File: config.mk
export PLATFORM = sky130hd
export DESIGN_NAME = csp_position_interpolator_flat
export DESIGN_NICKNAME = d
export VERILOG_FILES = /design/src/hdl/cspi_pkg.sv /design/src/hdl/cspi_ifs.sv /design/src/hdl/cspi_ctrl.sv /design/src/hdl/cspi_dp.sv /design/src/hdl/csp_position_interpolator.sv /design/src/flat_wrapper.sv
export SDC_FILE = /design/constraint.sdc
export NUM_CORES = 2
export LEC_CHECK = 0
export ABC_CLOCK_PERIOD_IN_PS = 10100
export BUFFER_PORTS_ARGS = -buffer_cell sky130_fd_sc_hd__buf_4
export CAP_MARGIN = 20
export CORE_UTILIZATION = 45
export DETAILED_ROUTE_END_ITERATION = 16
export PLACE_DENSITY_LB_ADDON = 0.1
export SYNTH_ARGS = -nofsm -noshare
export SYNTH_HDL_FRONTEND = slang
export SYNTH_SLANG_ARGS = --single-unit
File: constraint.sdc
create_clock -name clk -period 10.1 [get_ports clk]
set_clock_uncertainty 0.1 [all_clocks]
set_input_delay 0 -clock clk [delete_from_list [all_inputs] [get_ports clk]]
set_output_delay 0 -clock clk [all_outputs]
set_load 0.02 [all_outputs]
File: src/hdl/cspi_pkg.sv
`timescale 1ns / 1ps
// ----------------------------------------------------------------------------
// cspi_pkg
// Types, widths and constants shared by the position interpolator modules.
// ----------------------------------------------------------------------------
package cspi_pkg;

    localparam int DELTA_W   = 32;
    localparam int SUM_W     = 64;
    localparam int RATIO_W   = 8;
    localparam int STEP_W    = 24;
    localparam int LIM_W     = STEP_W + 1;
    localparam int INC_W     = DELTA_W + 2;
    localparam int REM_W     = RATIO_W;
    localparam int CFG_DATA_W = STEP_W;
    localparam int REG_IDX_W = 1;

    // serial divider: one quotient bit per cycle over the whole numerator
    localparam int DIV_STEPS = SUM_W;
    localparam int CNT_W     = $clog2(DIV_STEPS);

    // step limit = max_step + max_step / 50, the division done by reciprocal
    localparam int LIMIT_DIVISOR = 50;
    localparam int RECIP_SHIFT   = 32;
    localparam int RECIP_W       = 27;
    localparam int PROD_W        = STEP_W + RECIP_W;
    localparam logic [RECIP_W-1:0] LIMIT_RECIP =
        RECIP_W'(((64'd1 << RECIP_SHIFT) + LIMIT_DIVISOR - 1) / LIMIT_DIVISOR);

    localparam logic [RATIO_W-1:0] SYNC_RATIO_RESET = RATIO_W'(4);

    typedef enum logic [REG_IDX_W-1:0] {
        REG_SYNC_RATIO = 1'b0,
        REG_MAX_STEP   = 1'b1
    } reg_index_t;

    typedef struct packed {
        logic                      drive_active;
        logic                      run_armed;
        logic signed [DELTA_W-1:0] period_delta;
    } in_item_t;

    typedef struct packed {
        logic signed [DELTA_W-1:0] tick_increment;
        logic                      following;
        logic signed [SUM_W-1:0]   remaining_sum;
    } out_item_t;

    typedef enum logic [2:0] {
        ST_IDLE,
        ST_DECIDE,
        ST_ABS,
        ST_DIV,
        ST_FIX,
        ST_COMP,
        ST_CLAMP,
        ST_EMIT
    } state_t;

    typedef struct packed {
        logic capture;
        logic clear;
        logic tick_dec;
        logic inc_held;
        logic inc_zero;
        logic reload;
        logic abs;
        logic div_step;
        logic fix;
        logic comp;
        logic clamp;
        logic emit;
    } ctrl_cmd_t;

    typedef struct packed {
        logic in_valid;
        logic active;
        logic armed;
        logic tick_gt1;
        logic ratio_zero;
        logic out_busy;
    } dp_status_t;

endpackage

File: src/hdl/cspi_ifs.sv
`timescale 1ns / 1ps
// ----------------------------------------------------------------------------
// cspi_in_if / cspi_out_if
// Valid/ready channels for input items and result items.
// ----------------------------------------------------------------------------
interface cspi_in_if
    import cspi_pkg::*;
();
    logic     valid;
    logic     ready;
    in_item_t data;

    modport source (output valid, output data, input ready);
    modport sink (input valid, input data, output ready);
endinterface

interface cspi_out_if
    import cspi_pkg::*;
();
    logic      valid;
    logic      ready;
    out_item_t data;

    modport source (output valid, output data, input ready);
    modport sink (input valid, input data, output ready);
endinterface

File: src/hdl/cspi_ctrl.sv
`timescale 1ns / 1ps
// ----------------------------------------------------------------------------
// cspi_ctrl
// Sequencer: picks the path for each item and steps the serial divider.
// ----------------------------------------------------------------------------
module cspi_ctrl
    import cspi_pkg::*;
(
    input  logic       clk,
    input  logic       rst_n,
    input  dp_status_t status,
    output ctrl_cmd_t  cmd,
    output logic       in_ready
);

    localparam logic [CNT_W-1:0] CNT_LAST = CNT_W'(DIV_STEPS - 1);

    state_t           state_reg, state_next;
    logic [CNT_W-1:0] cnt_reg, cnt_next;

    always_ff @(posedge clk or negedge rst_n)
    begin
        if (!rst_n)
        begin
            state_reg <= ST_IDLE;
            cnt_reg   <= '0;
        end
        else
        begin
            state_reg <= state_next;
            cnt_reg   <= cnt_next;
        end
    end

    always_comb
    begin
        state_next = state_reg;
        cnt_next   = cnt_reg;
        cmd        = '0;
        in_ready   = 1'b0;
        unique case (state_reg)
            ST_IDLE:
            begin
                in_ready = 1'b1;
                if (status.in_valid)
                begin
                    cmd.capture = 1'b1;
                    state_next  = ST_DECIDE;
                end
            end
            ST_DECIDE:
            begin
                priority if (!status.active)
                begin
                    cmd.clear  = 1'b1;
                    state_next = ST_EMIT;
                end
                else if (!status.armed)
                begin
                    cmd.inc_zero = 1'b1;
                    state_next   = ST_COMP;
                end
                else if (status.tick_gt1)
                begin
                    cmd.tick_dec = 1'b1;
                    cmd.inc_held = 1'b1;
                    state_next   = ST_COMP;
                end
                else
                begin
                    cmd.reload = 1'b1;
                    if (status.ratio_zero)
                    begin
                        cmd.inc_zero = 1'b1;
                        state_next   = ST_COMP;
                    end
                    else
                    begin
                        state_next = ST_ABS;
                    end
                end
            end
            ST_ABS:
            begin
                cmd.abs    = 1'b1;
                cnt_next   = '0;
                state_next = ST_DIV;
            end
            ST_DIV:
            begin
                cmd.div_step = 1'b1;
                cnt_next     = cnt_reg + CNT_W'(1);
                if (cnt_reg == CNT_LAST)
                begin
                    state_next = ST_FIX;
                end
            end
            ST_FIX:
            begin
                cmd.fix    = 1'b1;
                state_next = ST_COMP;
            end
            ST_COMP:
            begin
                cmd.comp   = 1'b1;
                state_next = ST_CLAMP;
            end
            ST_CLAMP:
            begin
                cmd.clamp  = 1'b1;
                state_next = ST_EMIT;
            end
            ST_EMIT:
            begin
                // wait until the output register can take the result
                if (!status.out_busy)
                begin
                    cmd.emit   = 1'b1;
                    state_next = ST_IDLE;
                end
            end
        endcase
    end

`ifndef ASSERT_OFF
    a_div_runs: assert property (@(posedge clk) disable iff (!rst_n)
        (state_reg == ST_DIV && cnt_reg != CNT_LAST) |=> state_reg == ST_DIV)
        else $error("divider left before the last step");

    a_abs_starts_div: assert property (@(posedge clk) disable iff (!rst_n)
        state_reg == ST_ABS |=> (state_reg == ST_DIV && cnt_reg == '0))
        else $error("divider not started at step zero");

    a_fix_after_div: assert property (@(posedge clk) disable iff (!rst_n)
        state_reg == ST_FIX |-> ($past(state_reg) == ST_DIV && $past(cnt_reg) == CNT_LAST))
        else $error("quotient taken before the division finished");
`endif

endmodule

File: src/hdl/cspi_dp.sv
`timescale 1ns / 1ps
// ----------------------------------------------------------------------------
// cspi_dp
// Datapath: configuration, interpolation state, serial divider, remainder
// feedback, step clamp and the result register.
// ----------------------------------------------------------------------------
module cspi_dp
    import cspi_pkg::*;
(
    input  logic                  clk,
    input  logic                  rst_n,
    input  ctrl_cmd_t             cmd,
    output dp_status_t            status,
    input  logic                  in_valid,
    input  in_item_t              in_data,
    output logic                  out_valid,
    output out_item_t             out_data,
    input  logic                  out_ready,
    input  logic                  wr_en,
    input  logic [REG_IDX_W-1:0]  wr_index,
    input  logic [CFG_DATA_W-1:0] wr_data
);

    // configuration
    logic [RATIO_W-1:0] ratio_reg, ratio_next;
    logic [LIM_W-1:0]   lim_reg, lim_next;
    logic [PROD_W-1:0]  lim_prod;

    // interpolation state
    logic [RATIO_W-1:0] tick_reg, tick_next;
    logic [DELTA_W-1:0] held_reg, held_next;
    logic [SUM_W-1:0]   carry_reg, carry_next;
    logic [SUM_W-1:0]   sum_reg, sum_next;

    // working registers
    in_item_t                item_reg, item_next;
    logic [SUM_W-1:0]        num_reg, num_next;
    logic [REM_W-1:0]        rem_reg, rem_next;
    logic                    neg_reg, neg_next;
    logic signed [INC_W-1:0] inc_reg, inc_next;
    out_item_t               out_reg, out_next;
    logic                    out_valid_reg, out_valid_next;

    logic [SUM_W-1:0]        delta_ext;
    logic [REM_W:0]          trial;
    logic [REM_W:0]          ratio_ext;
    logic                    trial_fits;
    logic [DELTA_W-1:0]      quo_lo;
    logic [SUM_W-1:0]        rem_ext;
    logic                    carry_nz;
    logic                    inc_nz;
    logic signed [INC_W-1:0] lim_s;
    logic signed [INC_W-1:0] inc_plus_lim;
    logic                    over;
    logic                    under;
    logic [INC_W-1:0]        excess;
    logic [SUM_W-1:0]        sum_after;

    assign lim_prod  = PROD_W'(wr_data) * PROD_W'(LIMIT_RECIP);
    assign delta_ext = {{(SUM_W-DELTA_W){item_reg.period_delta[DELTA_W-1]}},
                        item_reg.period_delta};

    // one restoring step: remainder stays below the divisor
    assign ratio_ext  = {1'b0, ratio_reg};
    assign trial      = {rem_reg, num_reg[SUM_W-1]};
    assign trial_fits = (trial >= ratio_ext);

    assign quo_lo  = neg_reg ? (DELTA_W'(0) - num_reg[DELTA_W-1:0]) : num_reg[DELTA_W-1:0];
    assign rem_ext = neg_reg ? (SUM_W'(0) - SUM_W'(rem_reg)) : SUM_W'(rem_reg);

    assign carry_nz = (carry_reg != '0);
    assign inc_nz   = (inc_reg != '0);

    assign lim_s        = $signed({{(INC_W-LIM_W){1'b0}}, lim_reg});
    assign inc_plus_lim = inc_reg + lim_s;
    assign over         = (inc_reg >= lim_s);
    assign under        = inc_plus_lim[INC_W-1] || (inc_plus_lim == '0);
    assign excess       = over ? INC_W'(inc_reg - lim_s) : INC_W'(inc_plus_lim);

    assign sum_after = sum_reg - {{(SUM_W-INC_W){inc_reg[INC_W-1]}}, inc_reg};

    always_comb
    begin
        ratio_next     = ratio_reg;
        lim_next       = lim_reg;
        tick_next      = tick_reg;
        held_next      = held_reg;
        carry_next     = carry_reg;
        sum_next       = sum_reg;
        item_next      = item_reg;
        num_next       = num_reg;
        rem_next       = rem_reg;
        neg_next       = neg_reg;
        inc_next       = inc_reg;
        out_next       = out_reg;
        out_valid_next = out_valid_reg;

        if (wr_en)
        begin
            unique case (reg_index_t'(wr_index))
                REG_SYNC_RATIO: ratio_next = wr_data[RATIO_W-1:0];
                REG_MAX_STEP:   lim_next = LIM_W'(wr_data) + LIM_W'(lim_prod >> RECIP_SHIFT);
            endcase
        end

        if (cmd.capture)
        begin
            item_next = in_data;
        end

        if (cmd.clear)
        begin
            tick_next  = '0;
            carry_next = '0;
            sum_next   = '0;
            inc_next   = '0;
        end

        if (cmd.tick_dec)
        begin
            tick_next = tick_reg - RATIO_W'(1);
        end

        if (cmd.inc_held)
        begin
            inc_next = $signed({{(INC_W-DELTA_W){held_reg[DELTA_W-1]}}, held_reg});
        end

        if (cmd.reload)
        begin
            tick_next = ratio_reg;
            sum_next  = sum_reg + delta_ext;
            num_next  = delta_ext + carry_reg;
            if (ratio_reg == '0)
            begin
                held_next = '0;
            end
        end

        if (cmd.inc_zero)
        begin
            inc_next = '0;
        end

        if (cmd.abs)
        begin
            neg_next = num_reg[SUM_W-1];
            num_next = num_reg[SUM_W-1] ? (SUM_W'(0) - num_reg) : num_reg;
            rem_next = '0;
        end

        if (cmd.div_step)
        begin
            num_next = {num_reg[SUM_W-2:0], trial_fits};
            rem_next = trial_fits ? REM_W'(trial - ratio_ext) : REM_W'(trial);
        end

        if (cmd.fix)
        begin
            held_next  = quo_lo;
            carry_next = rem_ext;
            inc_next   = $signed({{(INC_W-DELTA_W){quo_lo[DELTA_W-1]}}, quo_lo});
        end

        // move one count of the carried remainder into the increment
        if (cmd.comp && carry_nz)
        begin
            if (!carry_reg[SUM_W-1] && !inc_reg[INC_W-1])
            begin
                inc_next   = inc_reg + INC_W'(1);
                carry_next = carry_reg - SUM_W'(1);
            end
            else if (carry_reg[SUM_W-1] && (inc_reg[INC_W-1] || !inc_nz))
            begin
                inc_next   = inc_reg - INC_W'(1);
                carry_next = carry_reg + SUM_W'(1);
            end
        end

        // clamp and push the excess back into the remainder
        if (cmd.clamp && (over || under))
        begin
            carry_next = carry_reg + {{(SUM_W-INC_W){excess[INC_W-1]}}, excess};
            inc_next   = over ? lim_s : (INC_W'(0) - lim_s);
        end

        if (out_valid_reg && out_ready)
        begin
            out_valid_next = 1'b0;
        end

        if (cmd.emit)
        begin
            sum_next                = sum_after;
            out_next.tick_increment = inc_reg[DELTA_W-1:0];
            out_next.following      = item_reg.drive_active;
            out_next.remaining_sum  = sum_after;
            out_valid_next          = 1'b1;
        end
    end

    always_ff @(posedge clk or negedge rst_n)
    begin
        if (!rst_n)
        begin
            ratio_reg     <= SYNC_RATIO_RESET;
            lim_reg       <= '0;
            tick_reg      <= '0;
            held_reg      <= '0;
            carry_reg     <= '0;
            sum_reg       <= '0;
            out_valid_reg <= 1'b0;
        end
        else
        begin
            ratio_reg     <= ratio_next;
            lim_reg       <= lim_next;
            tick_reg      <= tick_next;
            held_reg      <= held_next;
            carry_reg     <= carry_next;
            sum_reg       <= sum_next;
            out_valid_reg <= out_valid_next;
        end
    end

    always_ff @(posedge clk)
    begin
        item_reg <= item_next;
        num_reg  <= num_next;
        rem_reg  <= rem_next;
        neg_reg  <= neg_next;
        inc_reg  <= inc_next;
        out_reg  <= out_next;
    end

    assign out_valid = out_valid_reg;
    assign out_data  = out_reg;

    assign status.in_valid   = in_valid;
    assign status.active     = item_reg.drive_active;
    assign status.armed      = item_reg.run_armed;
    assign status.tick_gt1   = (tick_reg > RATIO_W'(1));
    assign status.ratio_zero = (ratio_reg == '0);
    assign status.out_busy   = out_valid_reg && !out_ready;

`ifndef ASSERT_OFF
    a_idle_result_zero: assert property (@(posedge clk) disable iff (!rst_n)
        (out_valid_reg && !out_reg.following)
            |-> (out_reg.tick_increment == '0 && out_reg.remaining_sum == '0))
        else $error("inactive item gave a nonzero result");

    a_div_rem_bound: assert property (@(posedge clk) disable iff (!rst_n)
        cmd.div_step |-> (rem_reg < ratio_reg))
        else $error("partial remainder not below the sync ratio");
`endif

endmodule

File: src/hdl/csp_position_interpolator.sv
`timescale 1ns / 1ps
// ----------------------------------------------------------------------------
// csp_position_interpolator
// Cyclic synchronous position interpolation: spreads each sync period's
// position delta over the position-loop ticks with remainder feedback.
// ----------------------------------------------------------------------------
// usage
//   sample: one item per position-loop tick (drive_active, run_armed,
//     period_delta). result: one item per input item (tick_increment,
//     following, remaining_sum). config: wr_en / wr_index / wr_data, index 0
//     sync_ratio, index 1 max_step; write only while no item is in flight.
//   one item at a time. sample.ready is high only while the sequencer idles.
//   path from accept to result valid:
//     drive inactive: decide, then emit
//     ticks between reloads, not armed, or sync_ratio zero: decide, feedback, clamp, emit
//     reload with sync_ratio nonzero: decide, sign, the 64-step serial divider
//     (one quotient bit per cycle), quotient fix, feedback, clamp, emit
//   the next item can be taken in the cycle after its predecessor's result is
//   loaded, even if that result still waits in the output register.
//   a stalled receiver holds the result; a finished item waits for the
//   register to drain. reset clears the interpolation state and result
//   valid, sync_ratio returns to 4 and max_step to 0; no clearing pass is needed.
// ----------------------------------------------------------------------------
module csp_position_interpolator
    import cspi_pkg::*;
(
    input  logic                  clk,
    input  logic                  rst_n,
    cspi_in_if.sink               sample,
    cspi_out_if.source            result,
    input  logic                  wr_en,
    input  logic [REG_IDX_W-1:0]  wr_index,
    input  logic [CFG_DATA_W-1:0] wr_data
);

    ctrl_cmd_t  cmd;
    dp_status_t status;
    logic       in_ready;

    cspi_ctrl u_ctrl (
        .clk      (clk),
        .rst_n    (rst_n),
        .status   (status),
        .cmd      (cmd),
        .in_ready (in_ready)
    );

    cspi_dp u_dp (
        .clk       (clk),
        .rst_n     (rst_n),
        .cmd       (cmd),
        .status    (status),
        .in_valid  (sample.valid),
        .in_data   (sample.data),
        .out_valid (result.valid),
        .out_data  (result.data),
        .out_ready (result.ready),
        .wr_en     (wr_en),
        .wr_index  (wr_index),
        .wr_data   (wr_data)
    );

    assign sample.ready = in_ready;

endmodule

File: src/flat_wrapper.sv
// flat-port wrapper written by rule: the top's interface ports become plain ports
module csp_position_interpolator_flat import cspi_pkg::*;
  (clk, rst_n, wr_en, wr_index, wr_data, sample_valid, sample_data, sample_ready, result_valid, result_data, result_ready);
  cspi_in_if sample_i ();
  cspi_out_if result_i ();
  input  logic clk;
  input  logic rst_n;
  input  logic wr_en;
  input  logic [REG_IDX_W-1:0] wr_index;
  input  logic [CFG_DATA_W-1:0] wr_data;
  input wire logic [$bits(sample_i.valid)-1:0] sample_valid;
  input wire logic [$bits(sample_i.data)-1:0] sample_data;
  output wire logic [$bits(sample_i.ready)-1:0] sample_ready;
  output wire logic [$bits(result_i.valid)-1:0] result_valid;
  output wire logic [$bits(result_i.data)-1:0] result_data;
  input wire logic [$bits(result_i.ready)-1:0] result_ready;
  assign sample_i.valid = sample_valid;
  assign sample_i.data = sample_data;
  assign sample_ready = sample_i.ready;
  assign result_valid = result_i.valid;
  assign result_data = result_i.data;
  assign result_i.ready = result_ready;
  csp_position_interpolator u_core (.clk(clk), .rst_n(rst_n), .sample(sample_i), .result(result_i), .wr_en(wr_en), .wr_index(wr_index), .wr_data(wr_data));
endmodule
==> results.py <==
metrics = {
    "floorplanning": {
        "core_area_um2": 120000,
        "die_w_um": 350,
        "start_util_pct": 45.4,
        "row_count": 127,
        "fp.dieArea_um2": 122000,
        "die_h_um": 350,
        "io_pins": 163,
    },
    "final_layout": {
        "nNetsFinal": 7552,
        "drive_gt1_share_pct": 7.01,
        "utilization_pct": 50.2,
        "final_common_cell": "a21oi_1",
        "largest_reg_flops": 97,
        "final_cell_mix": "a21oi_1 (616), ha_1 (593), inv_1 (522)",
        "syn_to_final_growth_pct": 10.7,
    },
    "logic_synthesis": {
        "synth-edff-count": 204,
        "syn_inst": 6621,
        "seq_area_frac_synth_pct": 22.2,
        "yosysUniqueCellTypes": 107,
        "synthArstFlopShare_pct": 47.0,
        "synthFlopType": "dfrtp_1",
        "synth_area_per_cell_um2": 8.21,
        "synth-seq-cells": 449,
        "synth_warnings": 0,
        "syn_area_um2": 54400,
        "syn-num-nets": 7488,
    },
    "clock_tree": {
        "clock-sinks": 449,
        "cts_buffer_depth": 3,
        "clock_latency_ns": 0.71,
        "tritoncts": "yes",
        "post_cts_buffers": 0,
        "cts_buffers": 58,
        "cts_max_level": 2,
        "path_clk_slew_ns": 0.06,
        "cts_root_buf": "clkbuf_16",
    },
    "setup_path": {
        "critPathMaxStageDelay_ns": 0.60,
        "cp-startpoint": "wr_data[3]",
        "cp-start-kind": "input port",
        "r2r_end": "u_core.u_dp.carry_reg[63]",
        "setup.worst_path.class": "input port to flop",
        "reg2reg_from": "u_core.u_dp.inc_reg[18]",
        "cp_slowest_cell": "dlygate4sd3_1",
        "crit_path_frequent_cell": "fa_1",
        "cp_data_required_time_ns": 10.62,
        "r2r_setup_slack_ns": 1.93,
        "crit_arrival_ns": 9.75,
        "cp_max_fo": 8,
        "crit_end": "u_core.u_dp.lim_reg[24]",
        "crit_family": "adder cells",
        "cp.buffers_inverters": 8,
        "rr_worst_depth": 23,
        "crit_cells": 37,
        "endpoint_kind": "flop",
    },
    "sta": {
        "hold_viol": 0,
        "setup-tns-final_ns": 0,
        "tightest_slew_ns": 1.19,
        "slew_violations": 0,
        "timing.final.crit_share_pct": 91.5,
        "min_period_ns": 9.24,
        "max_freq_mhz": 108,
        "setup_viol": 0,
        "slew_headroom_pct": 18.4,
        "rsz0062_at_grt": "false",
    },
    "job": {
        "maxCapViolCount": 0,
    },
    "routing": {
        "drt_first_pass_iters": 7,
        "wl_per_cell_um": 24.7,
        "vias": 53100,
        "wirelength_um": 207000,
        "drtIter0Drc": 6133,
        "drc": 0,
        "final_antenna_net_count": 0,
        "vias_per_cell": 6.35,
    },
    "outcome": {
        "status": "complete, no violations",
    },
    "global_routing": {
        "grtUsageTotal_pct": 32.9,
        "antenna_found_initial": 7,
        "grt_pass1_wl_um": 310000,
        "gr-total-overflow": 0,
        "grt_start_max_net_pins": 87,
        "grt_pass1_vias": 49500,
    },
    "placement": {
        "routabilityCongestion": 0.991,
        "io_buffers": 162,
        "hpwlAfterDp_um": 160000,
    },
    "hold_path": {
        "hold_class": "input port to flop",
    },
}
logic make-up (layout without fill, tap and decap cells):
family | count (synthesis) | count (layout) | synth area share, %
AO/OA/AOI/OAI | 2093 | 2093 | 24.9
AND/OR/NAND/NOR | 1908 | 1908 | 17.1
buffers and inverters | 884 | 998 | 6.24
adder cells (fa/ha/maj) | 803 | 803 | 21.4
flip-flops | 449 | 449 | 22.2
XOR/XNOR | 399 | 399 | 6.43
multiplexers | 85 | 85 | 1.68
other | 0 | 3 | 0
synth_stat cells, drive strengths merged, types with 24 or more instances:
| library cell | n | area share [%] |
|---|---|---|
| inv | 529 | 3.7 |
| or3 | 63 | 0.72 |
| and3 | 53 | 0.61 |
| nand4 | 106 | 1.2 |
| o21a | 37 | 0.51 |
| dfxtp | 34 | 1.3 |
| nor2 | 426 | 2.9 |
| o221ai | 38 | 0.61 |
| o22ai | 56 | 0.66 |
| nor4 | 61 | 0.72 |
| o31ai | 60 | 0.83 |
| nand2b | 52 | 0.60 |
| a221o | 37 | 0.68 |
| xor2 | 141 | 2.3 |
| edfxtp | 204 | 11 |
| nand3 | 227 | 2.1 |
| nor2b | 64 | 0.74 |
| a211oi | 53 | 0.74 |
| xnor2 | 258 | 4.2 |
| buf | 53 | 0.49 |
| dfrtp | 210 | 9.7 |
| a32oi | 24 | 0.39 |
| a22oi | 75 | 1.0 |
| or2 | 33 | 0.38 |
| a21oi | 619 | 5.7 |
| nand2 | 507 | 3.5 |
| o21ai | 433 | 4.0 |
| mux2i | 58 | 1.1 |
| mux2 | 27 | 0.61 |
| nor3 | 170 | 1.6 |
| clkbuf | 299 | 2.1 |
| a31oi | 76 | 0.87 |
| ha | 593 | 14 |
| fa | 210 | 7.7 |
| a221oi | 59 | 0.95 |
| or4 | 36 | 0.50 |
| a21o | 213 | 2.9 |
| o211ai | 43 | 0.59 |
| and2 | 50 | 0.58 |
| o21bai | 69 | 0.95 |
worst min-delay path by stage:
stage / start / end / slack, ns / depth (start not counted)
2_1_floorplan: rst_n / u_core.u_ctrl.cnt_reg[0] / -0.40 / 0
3_3_place_gp: rst_n / u_core.u_dp.carry_reg[15] / -0.03 / 1
3_5_place_dp: rst_n / u_core.u_dp.carry_reg[15] / -0.03 / 1
4_1_cts: result_ready / u_core.u_dp.out_valid / 0.05 / 4
5_1_grt: wr_data[4] / u_core.u_dp.ratio_reg[4] / 0.16 / 4
6_report: result_ready / u_core.u_dp.out_valid / 0.13 / 4
cell type report:
type                    count  area [µm²]
fillers                 11700       59600
multi-input cells        5288       39000
flip-flops and latches    449       12100
repair buffers            356        2980
well taps                1612        2020
inverters                 532        2000
clock buffers              71        1590
clock inverters            39         483
diodes                      3        7.51
routing by layer:
layer  track usage (%)  share of wire, %
met1              49.7                47
met2              46.9                40
met3              5.97               9.7
met4              9.94               3.3
met5                 0             0.019
tightest hold or removal path, stage by stage:
cell           delay (ns)
dlygate4sd3_1        0.54
buf_4                0.11
nand2b_1             0.17
nand2_1              0.06
through the flow:
stage / instances / instance area, µm² / worst slack, ns / hold slack (ns)
floorplan: 6621 / 54400 / 2.38 / -0.396
global placement: 8120 / 56900 / 1.48 / -0.0334
detailed placement: 8122 / 56900 / 1.39 / -0.0313
CTS: 8347 / 60200 / 1.00 / 0.0523
global route: 8347 / 60200 / 0.201 / 0.160
finish: 8350 / 60200 / 0.863 / 0.129
what timing repair did:
| item | 4_1_cts | 5_1_grt |
|---|---|---|
| hold buffers | 115 | 0 |
| hold endpoints to repair | 192 | 0 |
| gates resized for setup | 0 | 0 |
Power is left out: the tool's default activity adds up to more than one toggle a clock period on the data nets, which glitch-free logic cannot reach.
